$ cat src/design/duty_gated_waveform_sample_defines.svh
// assertion macros for the duty gated waveform sample block
// expects signals named clock and reset in the including module
`ifndef DUTY_GATED_WAVEFORM_SAMPLE_DEFINES_SVH
`define DUTY_GATED_WAVEFORM_SAMPLE_DEFINES_SVH

// same-cycle implication, off while reset is high
`define DGWS_ASSERT(name, ante, cons) \
   name: assert property (@(posedge clock) disable iff (reset) (ante) |-> (cons)) \
      else $error("dgws check failed");

// next-cycle implication, off while reset is high
`define DGWS_ASSERT_NEXT(name, ante, cons) \
   name: assert property (@(posedge clock) disable iff (reset) (ante) |=> (cons)) \
      else $error("dgws check failed");

`endif

$ cat src/design/dgws_pkg.sv
// shared constants, types and the quarter-wave sine table for the waveform sample block
// no dependencies
`timescale 1ns / 1ps

package dgws_pkg;

   localparam int PHASE_FRAC_BITS  = 16;
   localparam int SINE_TABLE_DEPTH = 256;

   localparam int COUNT_BITS     = 17;
   localparam int DUTY_BITS      = 7;
   localparam int KIND_BITS      = 3;
   localparam int CODE_BITS      = 12;
   localparam int CSR_INDEX_BITS = 2;
   localparam int CSR_DATA_BITS  = 17;
   localparam int REQ_DATA_BITS  = 24;
   localparam int RSP_DATA_BITS  = 16;

   // count*100 and period*duty both fit here
   localparam int WINDOW_BITS = COUNT_BITS + DUTY_BITS;

   localparam int QUAD_REM_BITS   = PHASE_FRAC_BITS - 2;
   localparam int SINE_ENTRY_BITS = 11;
   localparam int SINE_IDX_BITS   = $clog2(SINE_TABLE_DEPTH + 1);
   localparam int SINE_ADDR_BITS  = $clog2(SINE_TABLE_DEPTH);

   localparam logic [CODE_BITS-1:0]     CODE_MAX     = 12'd4095;
   localparam logic [CODE_BITS-1:0]     SINE_MID     = 12'd2047;
   localparam logic [COUNT_BITS-1:0]    PERIOD_RESET = 17'd1000;
   localparam logic [DUTY_BITS-1:0]     DUTY_RESET   = 7'd50;
   localparam logic [63:0]              HALF_PI_Q30  = 64'd1686629713;

   typedef enum logic [KIND_BITS-1:0] {
      WAVE_SQUARE,
      WAVE_SINE,
      WAVE_TRIANGLE,
      WAVE_FLAT_TOP,
      WAVE_SAWTOOTH
   } wave_kind_type;

   typedef enum logic [CSR_INDEX_BITS-1:0] {
      CSR_PERIOD,
      CSR_DUTY,
      CSR_KIND
   } csr_index_type;

   typedef enum logic [1:0] {
      FLAT_RISE,
      FLAT_HOLD,
      FLAT_FALL
   } flat_seg_type;

   // travels with every word down the pipe
   typedef struct packed {
      logic valid;
      logic win;
      logic sat;
   } item_tag_type;

   // entry k holds the quarter-wave value for index k+1, index 0 is zero
   typedef logic [SINE_TABLE_DEPTH-1:0][SINE_ENTRY_BITS-1:0] sine_rom_type;

   // elaboration only: q30 taylor series up to x^11, rounded and capped
   function automatic sine_rom_type build_sine_rom();
      sine_rom_type rom;
      logic [63:0]  x;
      logic [63:0]  x2;
      logic [63:0]  term;
      logic [63:0]  v;
      longint       sum;
      int           i;
      rom = '0;
      for (i = 1; i <= SINE_TABLE_DEPTH; i++) begin
         x    = (HALF_PI_Q30 * 64'(i)) / SINE_TABLE_DEPTH;
         x2   = (x * x) >> 30;
         sum  = longint'(x);
         term = ((x * x2) >> 30) / 6;
         sum  = sum - longint'(term);
         term = ((term * x2) >> 30) / 20;
         sum  = sum + longint'(term);
         term = ((term * x2) >> 30) / 42;
         sum  = sum - longint'(term);
         term = ((term * x2) >> 30) / 72;
         sum  = sum + longint'(term);
         term = ((term * x2) >> 30) / 110;
         sum  = sum - longint'(term);
         if (sum < 0) begin
            sum = 0;
         end
         v = (64'(sum) * 64'd2047 + (64'd1 << 29)) >> 30;
         if (v > 64'd2047) begin
            v = 64'd2047;
         end
         rom[i-1] = v[SINE_ENTRY_BITS-1:0];
      end
      return rom;
   endfunction

endpackage

$ cat src/design/dgws_div_pipe.sv
// restoring divider, one quotient bit per register stage: phase = (count << F) / period
// depends on dgws_pkg
`timescale 1ns / 1ps

module dgws_div_pipe (
   input  logic                                  clock,
   input  logic                                  reset,
   input  logic                                  adv,
   input  dgws_pkg::item_tag_type                in_tag,
   input  logic [dgws_pkg::COUNT_BITS-1:0]       in_rem,
   input  logic [dgws_pkg::COUNT_BITS-1:0]       divisor,
   output dgws_pkg::item_tag_type                out_tag,
   output logic [dgws_pkg::PHASE_FRAC_BITS-1:0]  out_quo
);

   localparam int F  = dgws_pkg::PHASE_FRAC_BITS;
   localparam int RB = dgws_pkg::COUNT_BITS;

   dgws_pkg::item_tag_type tag_ff [F];
   logic [RB-1:0]          rem_ff [F];
   logic [F-1:0]           quo_ff [F];
   logic [RB-1:0]          rem_in [F];
   logic [F-1:0]           quo_in [F];

   for (genvar k = 0; k < F; k++) begin : g_stage
      dgws_pkg::item_tag_type tag_prev;
      logic [RB-1:0]          rem_prev;
      logic [F-1:0]           quo_prev;
      logic [RB:0]            shifted;
      logic [RB:0]            diff;
      logic                   take;

      if (k == 0) begin : g_first
         assign tag_prev = in_tag;
         assign rem_prev = in_rem;
         assign quo_prev = '0;
      end else begin : g_next
         assign tag_prev = tag_ff[k-1];
         assign rem_prev = rem_ff[k-1];
         assign quo_prev = quo_ff[k-1];
      end

      assign shifted   = {rem_prev, 1'b0};
      assign take      = (shifted >= {1'b0, divisor});
      assign diff      = shifted - {1'b0, divisor};
      assign rem_in[k] = take ? diff[RB-1:0] : shifted[RB-1:0];
      assign quo_in[k] = {quo_prev[F-2:0], take};

      always_ff @(posedge clock) begin
         if (reset) begin
            tag_ff[k] <= '0;
         end else if (adv) begin
            tag_ff[k] <= tag_prev;
         end
      end

      always_ff @(posedge clock) begin
         if (adv) begin
            rem_ff[k] <= rem_in[k];
            quo_ff[k] <= quo_in[k];
         end
      end
   end

   assign out_tag = tag_ff[F-1];
   assign out_quo = quo_ff[F-1];

endmodule

$ cat src/design/dgws_shape.sv
// wave shaping: constant products and sine index, then table read, select and output register
// depends on dgws_pkg
`timescale 1ns / 1ps

module dgws_shape (
   input  logic                                  clock,
   input  logic                                  reset,
   input  logic                                  adv,
   input  dgws_pkg::item_tag_type                in_tag,
   input  logic [dgws_pkg::PHASE_FRAC_BITS-1:0]  in_quo,
   input  logic [dgws_pkg::KIND_BITS-1:0]        wave_kind,
   output logic                                  out_valid,
   output logic [dgws_pkg::CODE_BITS-1:0]        out_code,
   output logic                                  out_win
);

   localparam int F   = dgws_pkg::PHASE_FRAC_BITS;
   localparam int CB  = dgws_pkg::CODE_BITS;
   localparam int QB  = dgws_pkg::QUAD_REM_BITS;
   localparam int IB  = dgws_pkg::SINE_IDX_BITS;
   localparam int AB  = dgws_pkg::SINE_ADDR_BITS;
   localparam dgws_pkg::sine_rom_type SineRom = dgws_pkg::build_sine_rom();

   // first stage: products by constants
   logic [F-1:0]      phase;
   logic [F+11:0]     saw_prod;
   logic [F-1:0]      tri_arg;
   logic [F+13:0]     tri_prod;
   logic [F+2:0]      p5;
   logic [F+11:0]     flat_prod;
   logic [QB+IB-1:0]  j_prod;
   logic [AB-1:0]     sine_j;

   logic [CB-1:0]          saw_in, tri_in, flat_in;
   dgws_pkg::flat_seg_type flat_seg_in;
   logic [IB-1:0]          sine_idx_in;

   dgws_pkg::item_tag_type tag_ff;
   logic [CB-1:0]          saw_ff, tri_ff, flat_ff;
   dgws_pkg::flat_seg_type flat_seg_ff;
   logic [IB-1:0]          sine_idx_ff;
   logic                   sine_neg_ff;

   always_comb begin
      // count at or past the period pins the phase at q-1
      phase    = in_tag.sat ? '1 : in_quo;
      saw_prod = {phase, 12'b0} - (F+12)'(phase);
      saw_in   = saw_prod[F+11:F];

      tri_arg  = phase[F-1] ? F'(~phase + F'(1)) : phase;
      tri_prod = {tri_arg, 14'b0} - {tri_arg, 2'b0};
      tri_prod = tri_prod >> 1;
      tri_in   = (tri_prod[F+13:F] > (F+14-F)'(dgws_pkg::CODE_MAX))
                 ? dgws_pkg::CODE_MAX : tri_prod[F+11:F];

      // below q and above 4q the operand is the low F bits of 5p
      p5        = {phase, 2'b0} + (F+3)'(phase);
      flat_prod = {p5[F-1:0], 12'b0} - (F+12)'(p5[F-1:0]);
      flat_in   = flat_prod[F+11:F];
      if (p5[F+2:F] == 3'd0) begin
         flat_seg_in = dgws_pkg::FLAT_RISE;
      end else if (p5 <= {3'b100, {F{1'b0}}}) begin
         flat_seg_in = dgws_pkg::FLAT_HOLD;
      end else begin
         flat_seg_in = dgws_pkg::FLAT_FALL;
      end

      j_prod = (QB+IB)'(phase[QB-1:0]) * (QB+IB)'(dgws_pkg::SINE_TABLE_DEPTH);
      sine_j = j_prod[QB+AB-1:QB];
      sine_idx_in = phase[F-2] ? IB'(IB'(dgws_pkg::SINE_TABLE_DEPTH) - IB'(sine_j))
                               : IB'(sine_j);
   end

   always_ff @(posedge clock) begin
      if (reset) begin
         tag_ff <= '0;
      end else if (adv) begin
         tag_ff <= in_tag;
      end
   end

   always_ff @(posedge clock) begin
      if (adv) begin
         saw_ff      <= saw_in;
         tri_ff      <= tri_in;
         flat_ff     <= flat_in;
         flat_seg_ff <= flat_seg_in;
         sine_idx_ff <= sine_idx_in;
         sine_neg_ff <= phase[F-1];
      end
   end

   // second stage: table read and selection
   logic [IB-1:0]               idx_m1;
   logic [dgws_pkg::SINE_ENTRY_BITS-1:0] sine_entry;
   logic [CB-1:0]               sine_code;
   logic [CB-1:0]               flat_code;
   logic [CB-1:0]               shape_code;
   logic [CB-1:0]               code_in;

   logic          valid_ff;
   logic [CB-1:0] code_ff;
   logic          win_ff;

   always_comb begin
      idx_m1     = sine_idx_ff - IB'(1);
      sine_entry = (sine_idx_ff == '0) ? '0 : SineRom[idx_m1[AB-1:0]];
      sine_code  = sine_neg_ff ? (dgws_pkg::SINE_MID - CB'(sine_entry))
                               : (dgws_pkg::SINE_MID + CB'(sine_entry));
      case (flat_seg_ff)
         dgws_pkg::FLAT_RISE: flat_code = flat_ff;
         dgws_pkg::FLAT_HOLD: flat_code = dgws_pkg::CODE_MAX;
         dgws_pkg::FLAT_FALL: flat_code = dgws_pkg::CODE_MAX - flat_ff;
         default:             flat_code = '0;
      endcase
      case (dgws_pkg::wave_kind_type'(wave_kind))
         dgws_pkg::WAVE_SQUARE:   shape_code = dgws_pkg::CODE_MAX;
         dgws_pkg::WAVE_SINE:     shape_code = sine_code;
         dgws_pkg::WAVE_TRIANGLE: shape_code = tri_ff;
         dgws_pkg::WAVE_FLAT_TOP: shape_code = flat_code;
         dgws_pkg::WAVE_SAWTOOTH: shape_code = saw_ff;
         default:                 shape_code = '0;
      endcase
      code_in = tag_ff.win ? shape_code : '0;
   end

   always_ff @(posedge clock) begin
      if (reset) begin
         valid_ff <= 1'b0;
      end else if (adv) begin
         valid_ff <= tag_ff.valid;
      end
   end

   always_ff @(posedge clock) begin
      if (adv) begin
         code_ff <= code_in;
         win_ff  <= tag_ff.win;
      end
   end

   assign out_valid = valid_ff;
   assign out_code  = code_ff;
   assign out_win   = win_ff;

endmodule

$ cat src/design/duty_gated_waveform_sample.sv
// an accepted req word passes the window, divider and shape stage registers to rsp_tvalid
// throughput: one word per cycle unless held; restoring divider, one phase bit per stage
// the whole pipe advances when the output register is empty or taken, else it holds
// reset (synchronous, active high) empties the pipe and loads period 1000, duty 50, square
// depends on dgws_pkg, dgws_div_pipe, dgws_shape and the defines header
`timescale 1ns / 1ps
`include "duty_gated_waveform_sample_defines.svh"

module duty_gated_waveform_sample (
   input  logic                                   clock,
   input  logic                                   reset,
   input  logic                                   req_tvalid,
   output logic                                   req_tready,
   input  logic [dgws_pkg::REQ_DATA_BITS-1:0]     req_tdata,  // phase_count[16:0], zero pad
   output logic                                   rsp_tvalid,
   input  logic                                   rsp_tready,
   output logic [dgws_pkg::RSP_DATA_BITS-1:0]     rsp_tdata,  // dac_code[11:0], zero pad
   output logic                                   rsp_tuser,  // in_window[0]
   input  logic                                   csr_we,
   input  logic [dgws_pkg::CSR_INDEX_BITS-1:0]    csr_index,
   input  logic [dgws_pkg::CSR_DATA_BITS-1:0]     csr_wdata
);

   localparam int CNT = dgws_pkg::COUNT_BITS;
   localparam int WB  = dgws_pkg::WINDOW_BITS;

   // configuration registers
   logic [CNT-1:0]                  period_ticks_ff, period_ticks_in;
   logic [dgws_pkg::DUTY_BITS-1:0]  duty_percent_ff, duty_percent_in;
   logic [dgws_pkg::KIND_BITS-1:0]  wave_kind_ff, wave_kind_in;

   always_comb begin
      period_ticks_in = period_ticks_ff;
      duty_percent_in = duty_percent_ff;
      wave_kind_in    = wave_kind_ff;
      if (csr_we) begin
         case (dgws_pkg::csr_index_type'(csr_index))
            dgws_pkg::CSR_PERIOD: period_ticks_in = csr_wdata;
            dgws_pkg::CSR_DUTY:   duty_percent_in = csr_wdata[dgws_pkg::DUTY_BITS-1:0];
            dgws_pkg::CSR_KIND:   wave_kind_in    = csr_wdata[dgws_pkg::KIND_BITS-1:0];
            default: ;
         endcase
      end
   end

   always_ff @(posedge clock) begin
      if (reset) begin
         period_ticks_ff <= dgws_pkg::PERIOD_RESET;
         duty_percent_ff <= dgws_pkg::DUTY_RESET;
         wave_kind_ff    <= dgws_pkg::WAVE_SQUARE;
      end else begin
         period_ticks_ff <= period_ticks_in;
         duty_percent_ff <= duty_percent_in;
         wave_kind_ff    <= wave_kind_in;
      end
   end

   // handshake: the whole pipe moves together
   logic adv;
   logic accept;
   logic out_valid;
   logic [dgws_pkg::CODE_BITS-1:0] out_code;
   logic out_win;

   assign adv        = !out_valid || rsp_tready;
   assign req_tready = adv && !reset;
   assign accept     = req_tvalid && req_tready;

   // window stage: count <= floor(per*duty/100) is the same as 100*count <= per*duty
   logic [CNT-1:0]          count;
   logic [CNT-1:0]          period_eff;
   logic [WB-1:0]           count_x100;
   logic [WB-1:0]           window_limit;
   dgws_pkg::item_tag_type  s1_tag_in, s1_tag_ff;
   logic [CNT-1:0]          s1_count_ff;

   always_comb begin
      count        = req_tdata[CNT-1:0];
      period_eff   = (period_ticks_ff == '0) ? CNT'(1) : period_ticks_ff;
      count_x100   = (WB'(count) << 6) + (WB'(count) << 5) + (WB'(count) << 2);
      window_limit = WB'(period_eff) * WB'(duty_percent_ff);
      s1_tag_in.valid = accept;
      s1_tag_in.win   = (count_x100 <= window_limit);
      s1_tag_in.sat   = (count >= period_eff);
   end

   always_ff @(posedge clock) begin
      if (reset) begin
         s1_tag_ff <= '0;
      end else if (adv) begin
         s1_tag_ff <= s1_tag_in;
      end
   end

   always_ff @(posedge clock) begin
      if (adv) begin
         s1_count_ff <= count;
      end
   end

   dgws_pkg::item_tag_type                div_tag;
   logic [dgws_pkg::PHASE_FRAC_BITS-1:0]  div_quo;

   dgws_div_pipe u_div (
      .clock   (clock),
      .reset   (reset),
      .adv     (adv),
      .in_tag  (s1_tag_ff),
      .in_rem  (s1_count_ff),
      .divisor (period_eff),
      .out_tag (div_tag),
      .out_quo (div_quo)
   );

   dgws_shape u_shape (
      .clock     (clock),
      .reset     (reset),
      .adv       (adv),
      .in_tag    (div_tag),
      .in_quo    (div_quo),
      .wave_kind (wave_kind_ff),
      .out_valid (out_valid),
      .out_code  (out_code),
      .out_win   (out_win)
   );

   assign rsp_tvalid = out_valid;
   assign rsp_tdata  = {{(dgws_pkg::RSP_DATA_BITS - dgws_pkg::CODE_BITS){1'b0}}, out_code};
   assign rsp_tuser  = out_win;

   // an empty output register never holds back the input side
   `DGWS_ASSERT(a_idle_ready, !rsp_tvalid, req_tready)
   // a held output word blocks every stage behind it
   `DGWS_ASSERT(a_stall_blocks, rsp_tvalid && !rsp_tready, !req_tready)
   // outside the duty window the code is forced low
   `DGWS_ASSERT(a_gate_zero, rsp_tvalid && !rsp_tuser, rsp_tdata[11:0] == 12'd0)
   `DGWS_ASSERT(a_square_full,
      rsp_tvalid && rsp_tuser && (wave_kind_ff == dgws_pkg::WAVE_SQUARE),
      rsp_tdata[11:0] == dgws_pkg::CODE_MAX)
   // an accepted word lands in the window stage
   `DGWS_ASSERT_NEXT(a_window_capture, req_tvalid && req_tready, s1_tag_ff.valid)

endmodule

$ cat config.mk
export PLATFORM = sky130hd
export DESIGN_NAME = duty_gated_waveform_sample
export DESIGN_NICKNAME = d
export VERILOG_FILES = /design/src/design/dgws_pkg.sv /design/src/design/dgws_div_pipe.sv /design/src/design/dgws_shape.sv /design/src/design/duty_gated_waveform_sample.sv
export VERILOG_INCLUDE_DIRS = /design/src /design/src/design
export SDC_FILE = /design/constraint.sdc
export NUM_CORES = 2
export LEC_CHECK = 0
export BUFFER_PORTS_ARGS = -buffer_cell sky130_fd_sc_hd__buf_2
export CELL_PAD_IN_SITES_DETAIL_PLACEMENT = 0
export CELL_PAD_IN_SITES_GLOBAL_PLACEMENT = 1
export CORE_MARGIN = 2
export CORE_UTILIZATION = 35
export CTS_CLUSTER_DIAMETER = 200
export CTS_CLUSTER_SIZE = 20
export DETAILED_ROUTE_END_ITERATION = 8
export GPL_TIMING_DRIVEN = 1
export HOLD_SLACK_MARGIN = 0.12
export PLACE_DENSITY = 0.6
export SYNTH_ARGS = -nofsm -noshare
export SYNTH_HDL_FRONTEND = slang
export SYNTH_SLANG_ARGS = --single-unit
export TNS_END_PERCENT = 50
$ cat constraint.sdc
create_clock -name clock -period 13.55 [get_ports clock]
set_clock_uncertainty 0.1 [all_clocks]
set_input_delay 0 -clock clock [delete_from_list [all_inputs] [get_ports clock]]
set_output_delay 0 -clock clock [all_outputs]
set_load 0.02 [all_outputs]
==> metrics.cfg <==
[floorplanning]
rows = 129
ioPinCount = 67
start_util_pct = 35.2
die_area_sq_um = 127000
design.core.area_sq_um = 124000
die-height_microns = 357
die_w_microns = 357

[clock_network]
cts_tree = yes
clk_pin_slew_ns = 0.10
cts.sinks = 550
insertion_delay_ns = 0.67
post_cts_resized = 0
cts_setup_buffers = 0
cts_buffers = 31
clockBufferDepth = 3
cts_root_buf = clkbuf_16
htreeDepth = 1
hold_buffers = 110

[timing]
grt_setup_unrepaired = no
setup_viol = 0
maxSlewViolCount = 0
finalHoldViolations = 0
timing.fmax_mhz = 118
tns_ns = 0
fin_crit_ns = 8.50
fin_crit_sh_pct = 62.7
worst_slew_pin_slew_ns = 1.09
layout_setup_ws_ns = 5.05
relSlewSlack_pct = 27.6

[drt]
vias_per_cell = 5.42
drt_iter0_drc = 2569
drc_errors = 0
routedWlPerCell_microns = 19.8
drtAntennaViolNets = 0
vias = 33500
wl_mm = 122
drtPass1Iterations = 7

[logic_synthesis]
ys.flop_type = edfxtp_1
synth_warnings = 0
synthArstFlopShare_pct = 0
ys_seq_elements = 550
synth_edf_count = 517
netlist_instances = 4439
avgSynthCellArea_sq_um = 9.81
ys_seq_area_share_pct = 37.2
synth_area_sq_um = 43600
synth.distinct_cells = 97

[critical_path]
critPathLaunch = period_ticks_ff[1]$_SDFFE_PP0P_
crit_family = compound AO/OA/AOI/OAI gates
worst-path-buf-inv = 6
cp-end-kind = flop
critPathRequiredTime_ns = 14.05
slowest_stage = or4_1
cp-start-kind = flop
critPathMaxFanout = 36
critPathKind = reg2reg
arrival_ns = 9.00
slowest_delay_ns = 0.62
r2r_start = period_ticks_ff[1]$_SDFFE_PP0P_

[global_route]
grt_overflow = 0
grt_pass1_wl_mm = 193
antenna_found_initial = 0
grt_max_degree = 80
grt_pass1_vias = 32700
gr-usage-all-layers_pct = 18.9

[layout]
syn_to_final_growth_pct = 9.61
stdcell_area_sq_um = 47700
nets = 5098
n_fill_cell = 12400
layout-drive-gt1-share_pct = 7.50

[place]
globalplace.congestion = 0.879
numPortBuffers = 55
pre_cts_ws_ns = 4.97
place_area_sq_um = 45800
hpwl_mm = 88.5

[worst_hold_path]
hold_class = in2reg
min_from = rsp_tready

[job]
drv_cap = 0

[run_status]
status = complete, no violations

[pwr]
powerDensity_nw_per_um2 = 218
ir_drop_v = 0.000112
p_leak_nw = 18.9

==> layout by cell type, fill, tap and decap left out, drive strengths merged, types with 84 or more instances in the layout <==
cell and count:
a21o 127, a21oi 350, and2 146, buf 117, dlygate4sd3 110, edfxtp 517
fa 104, ha 415, inv 254, mux2 84, nand2 383, nor2 253
nor3 86, o21ai 300, xnor2 178, xor2 134
==> through the flow <==
step / power, W / hold slack [ns] / cells / utilization [%]
5_1_grt: 0.0113 / 0.309 / 6182 / 38.6
4_1_cts: 0.0105 / 0.230 / 6182 / 38.6
3_3_place_gp: 0.00941 / 0.141 / 6025 / 37.0
3_5_place_dp: 0.00938 / 0.142 / 6025 / 37.0
2_1_floorplan: 0.00772 / -0.00113 / 4442 / -
6_report: 0.0104 / 0.297 / 6183 / 38.6
==> cell type report <==
cell class	count	area, sq um	area share, %
antenna	1	2.50	0.00524
clock buffer	45	828	1.74
clock inverter	2	20.0	0.0419
inverter	254	961	2.01
multi-input combinational	3467	25800	54.1
sequential	550	16200	33.9
tap	1637	2050	4.29
timing repair buffer	227	1840	3.86
==> final timing paths <==
kind,cells after the start,end,slack (ns)
hold / removal,6,u_shape.tag_ff[1]$_SDFFE_PP0N_,0.30
setup reg to reg,29,s1_tag_ff[1]$_SDFFE_PP0N_,5.05
setup / recovery,29,s1_tag_ff[1]$_SDFFE_PP0N_,5.05
hold reg to reg,0,u_div.quo_ff[14][4]$_DFFE_PN_,0.30
==> worst min-delay path, delay by kind of cell <==
family                 cells  cell delay (ns)
buffers and inverters      3             0.83
and+or+nand+nor            2             0.13
AOI/OAI and AO/OA          1             0.05
==> report_power, final <==
part | internal [W] | switching [W]
combinational | 0.00259 | 0.00375
sequential | 0.00273 | 0.000358
clock | 0.000424 | 0.000583
total | 0.00574 | 0.00469
==> synth_stat cells, drive strengths merged, types with 14 or more instances <==
cell type  instances  area (sq um)
inv              252           946
o21ai            300          1500
fa               104          2080
xor2             134          1170
edfxtp           517         15500
o221ai            17           149
buf               38           211
o31ai             28           220
and3              19           119
mux2i             26           260
a31oi             38           238
o21bai            36           270
or3               22           138
or4               15           116
a21boi            19           143
nor2b             47           294
or2               46           288
a211o             25           219
o21a              34           255
a21oi            350          1750
clkbuf           133           499
nand2            383          1440
o311ai            19           174
nor3              86           442
mux2              84           946
o22ai             27           169
a311oi            20           175
nand4             45           282
nand3             77           390
a211oi            51           383
o31a              14           123
xnor2            178          1560
a21o             127           953
nor4              26           193
nor2             253           955
nand2b            43           269
and4              14           123
and2             146           913
dfxtp             33           661
o211ai            30           225
ha               415          5190
==> state kept, by name (all words and copies together), names as in the netlist <==
name	flops
u_shape.sine_neg_ff	1
period_ticks_ff	17
u_shape.sine_idx_ff	9
s1_count_ff	17
u_div.rem_ff	255
u_div.quo_ff	136
s1_tag_ff	3
u_shape.out_code	12
u_shape.flat_ff	12
u_shape.out_win	1
u_shape.saw_ff	12
u_shape.out_valid	1
u_shape.tag_ff	2
wave_kind_ff	3
u_shape.flat_seg_ff	2
u_div.tag_ff	48
u_shape.tri_ff	12
duty_percent_ff	7
==> logic make-up after synthesis <==
group           Yosys count  share of synthesized area [%]
buf+inv                 425                           3.82
simple gates           1256                           14.3
flops                   550                           37.2
xor+xnor                312                           6.27
other cells               1                        0.00861
compound gates         1264                           18.9
mux                     110                           2.77
fa+ha+maj               521                           16.7
==> metal layers <==
layer | global-route usage, % | wire length [microns] | part of all wire [%] | vias to the layer above
met4 | 4.64 | 2850 | 2.3 | 0
met1 | 26.7 | 58000 | 47 | 16200
li1 | - | - | - | 16500
met3 | 1.49 | 4120 | 3.4 | 145
met5 | 0 | 0 | 0 | -
met2 | 31.4 | 57300 | 47 | 624
(Power assumes the default switching activity.)
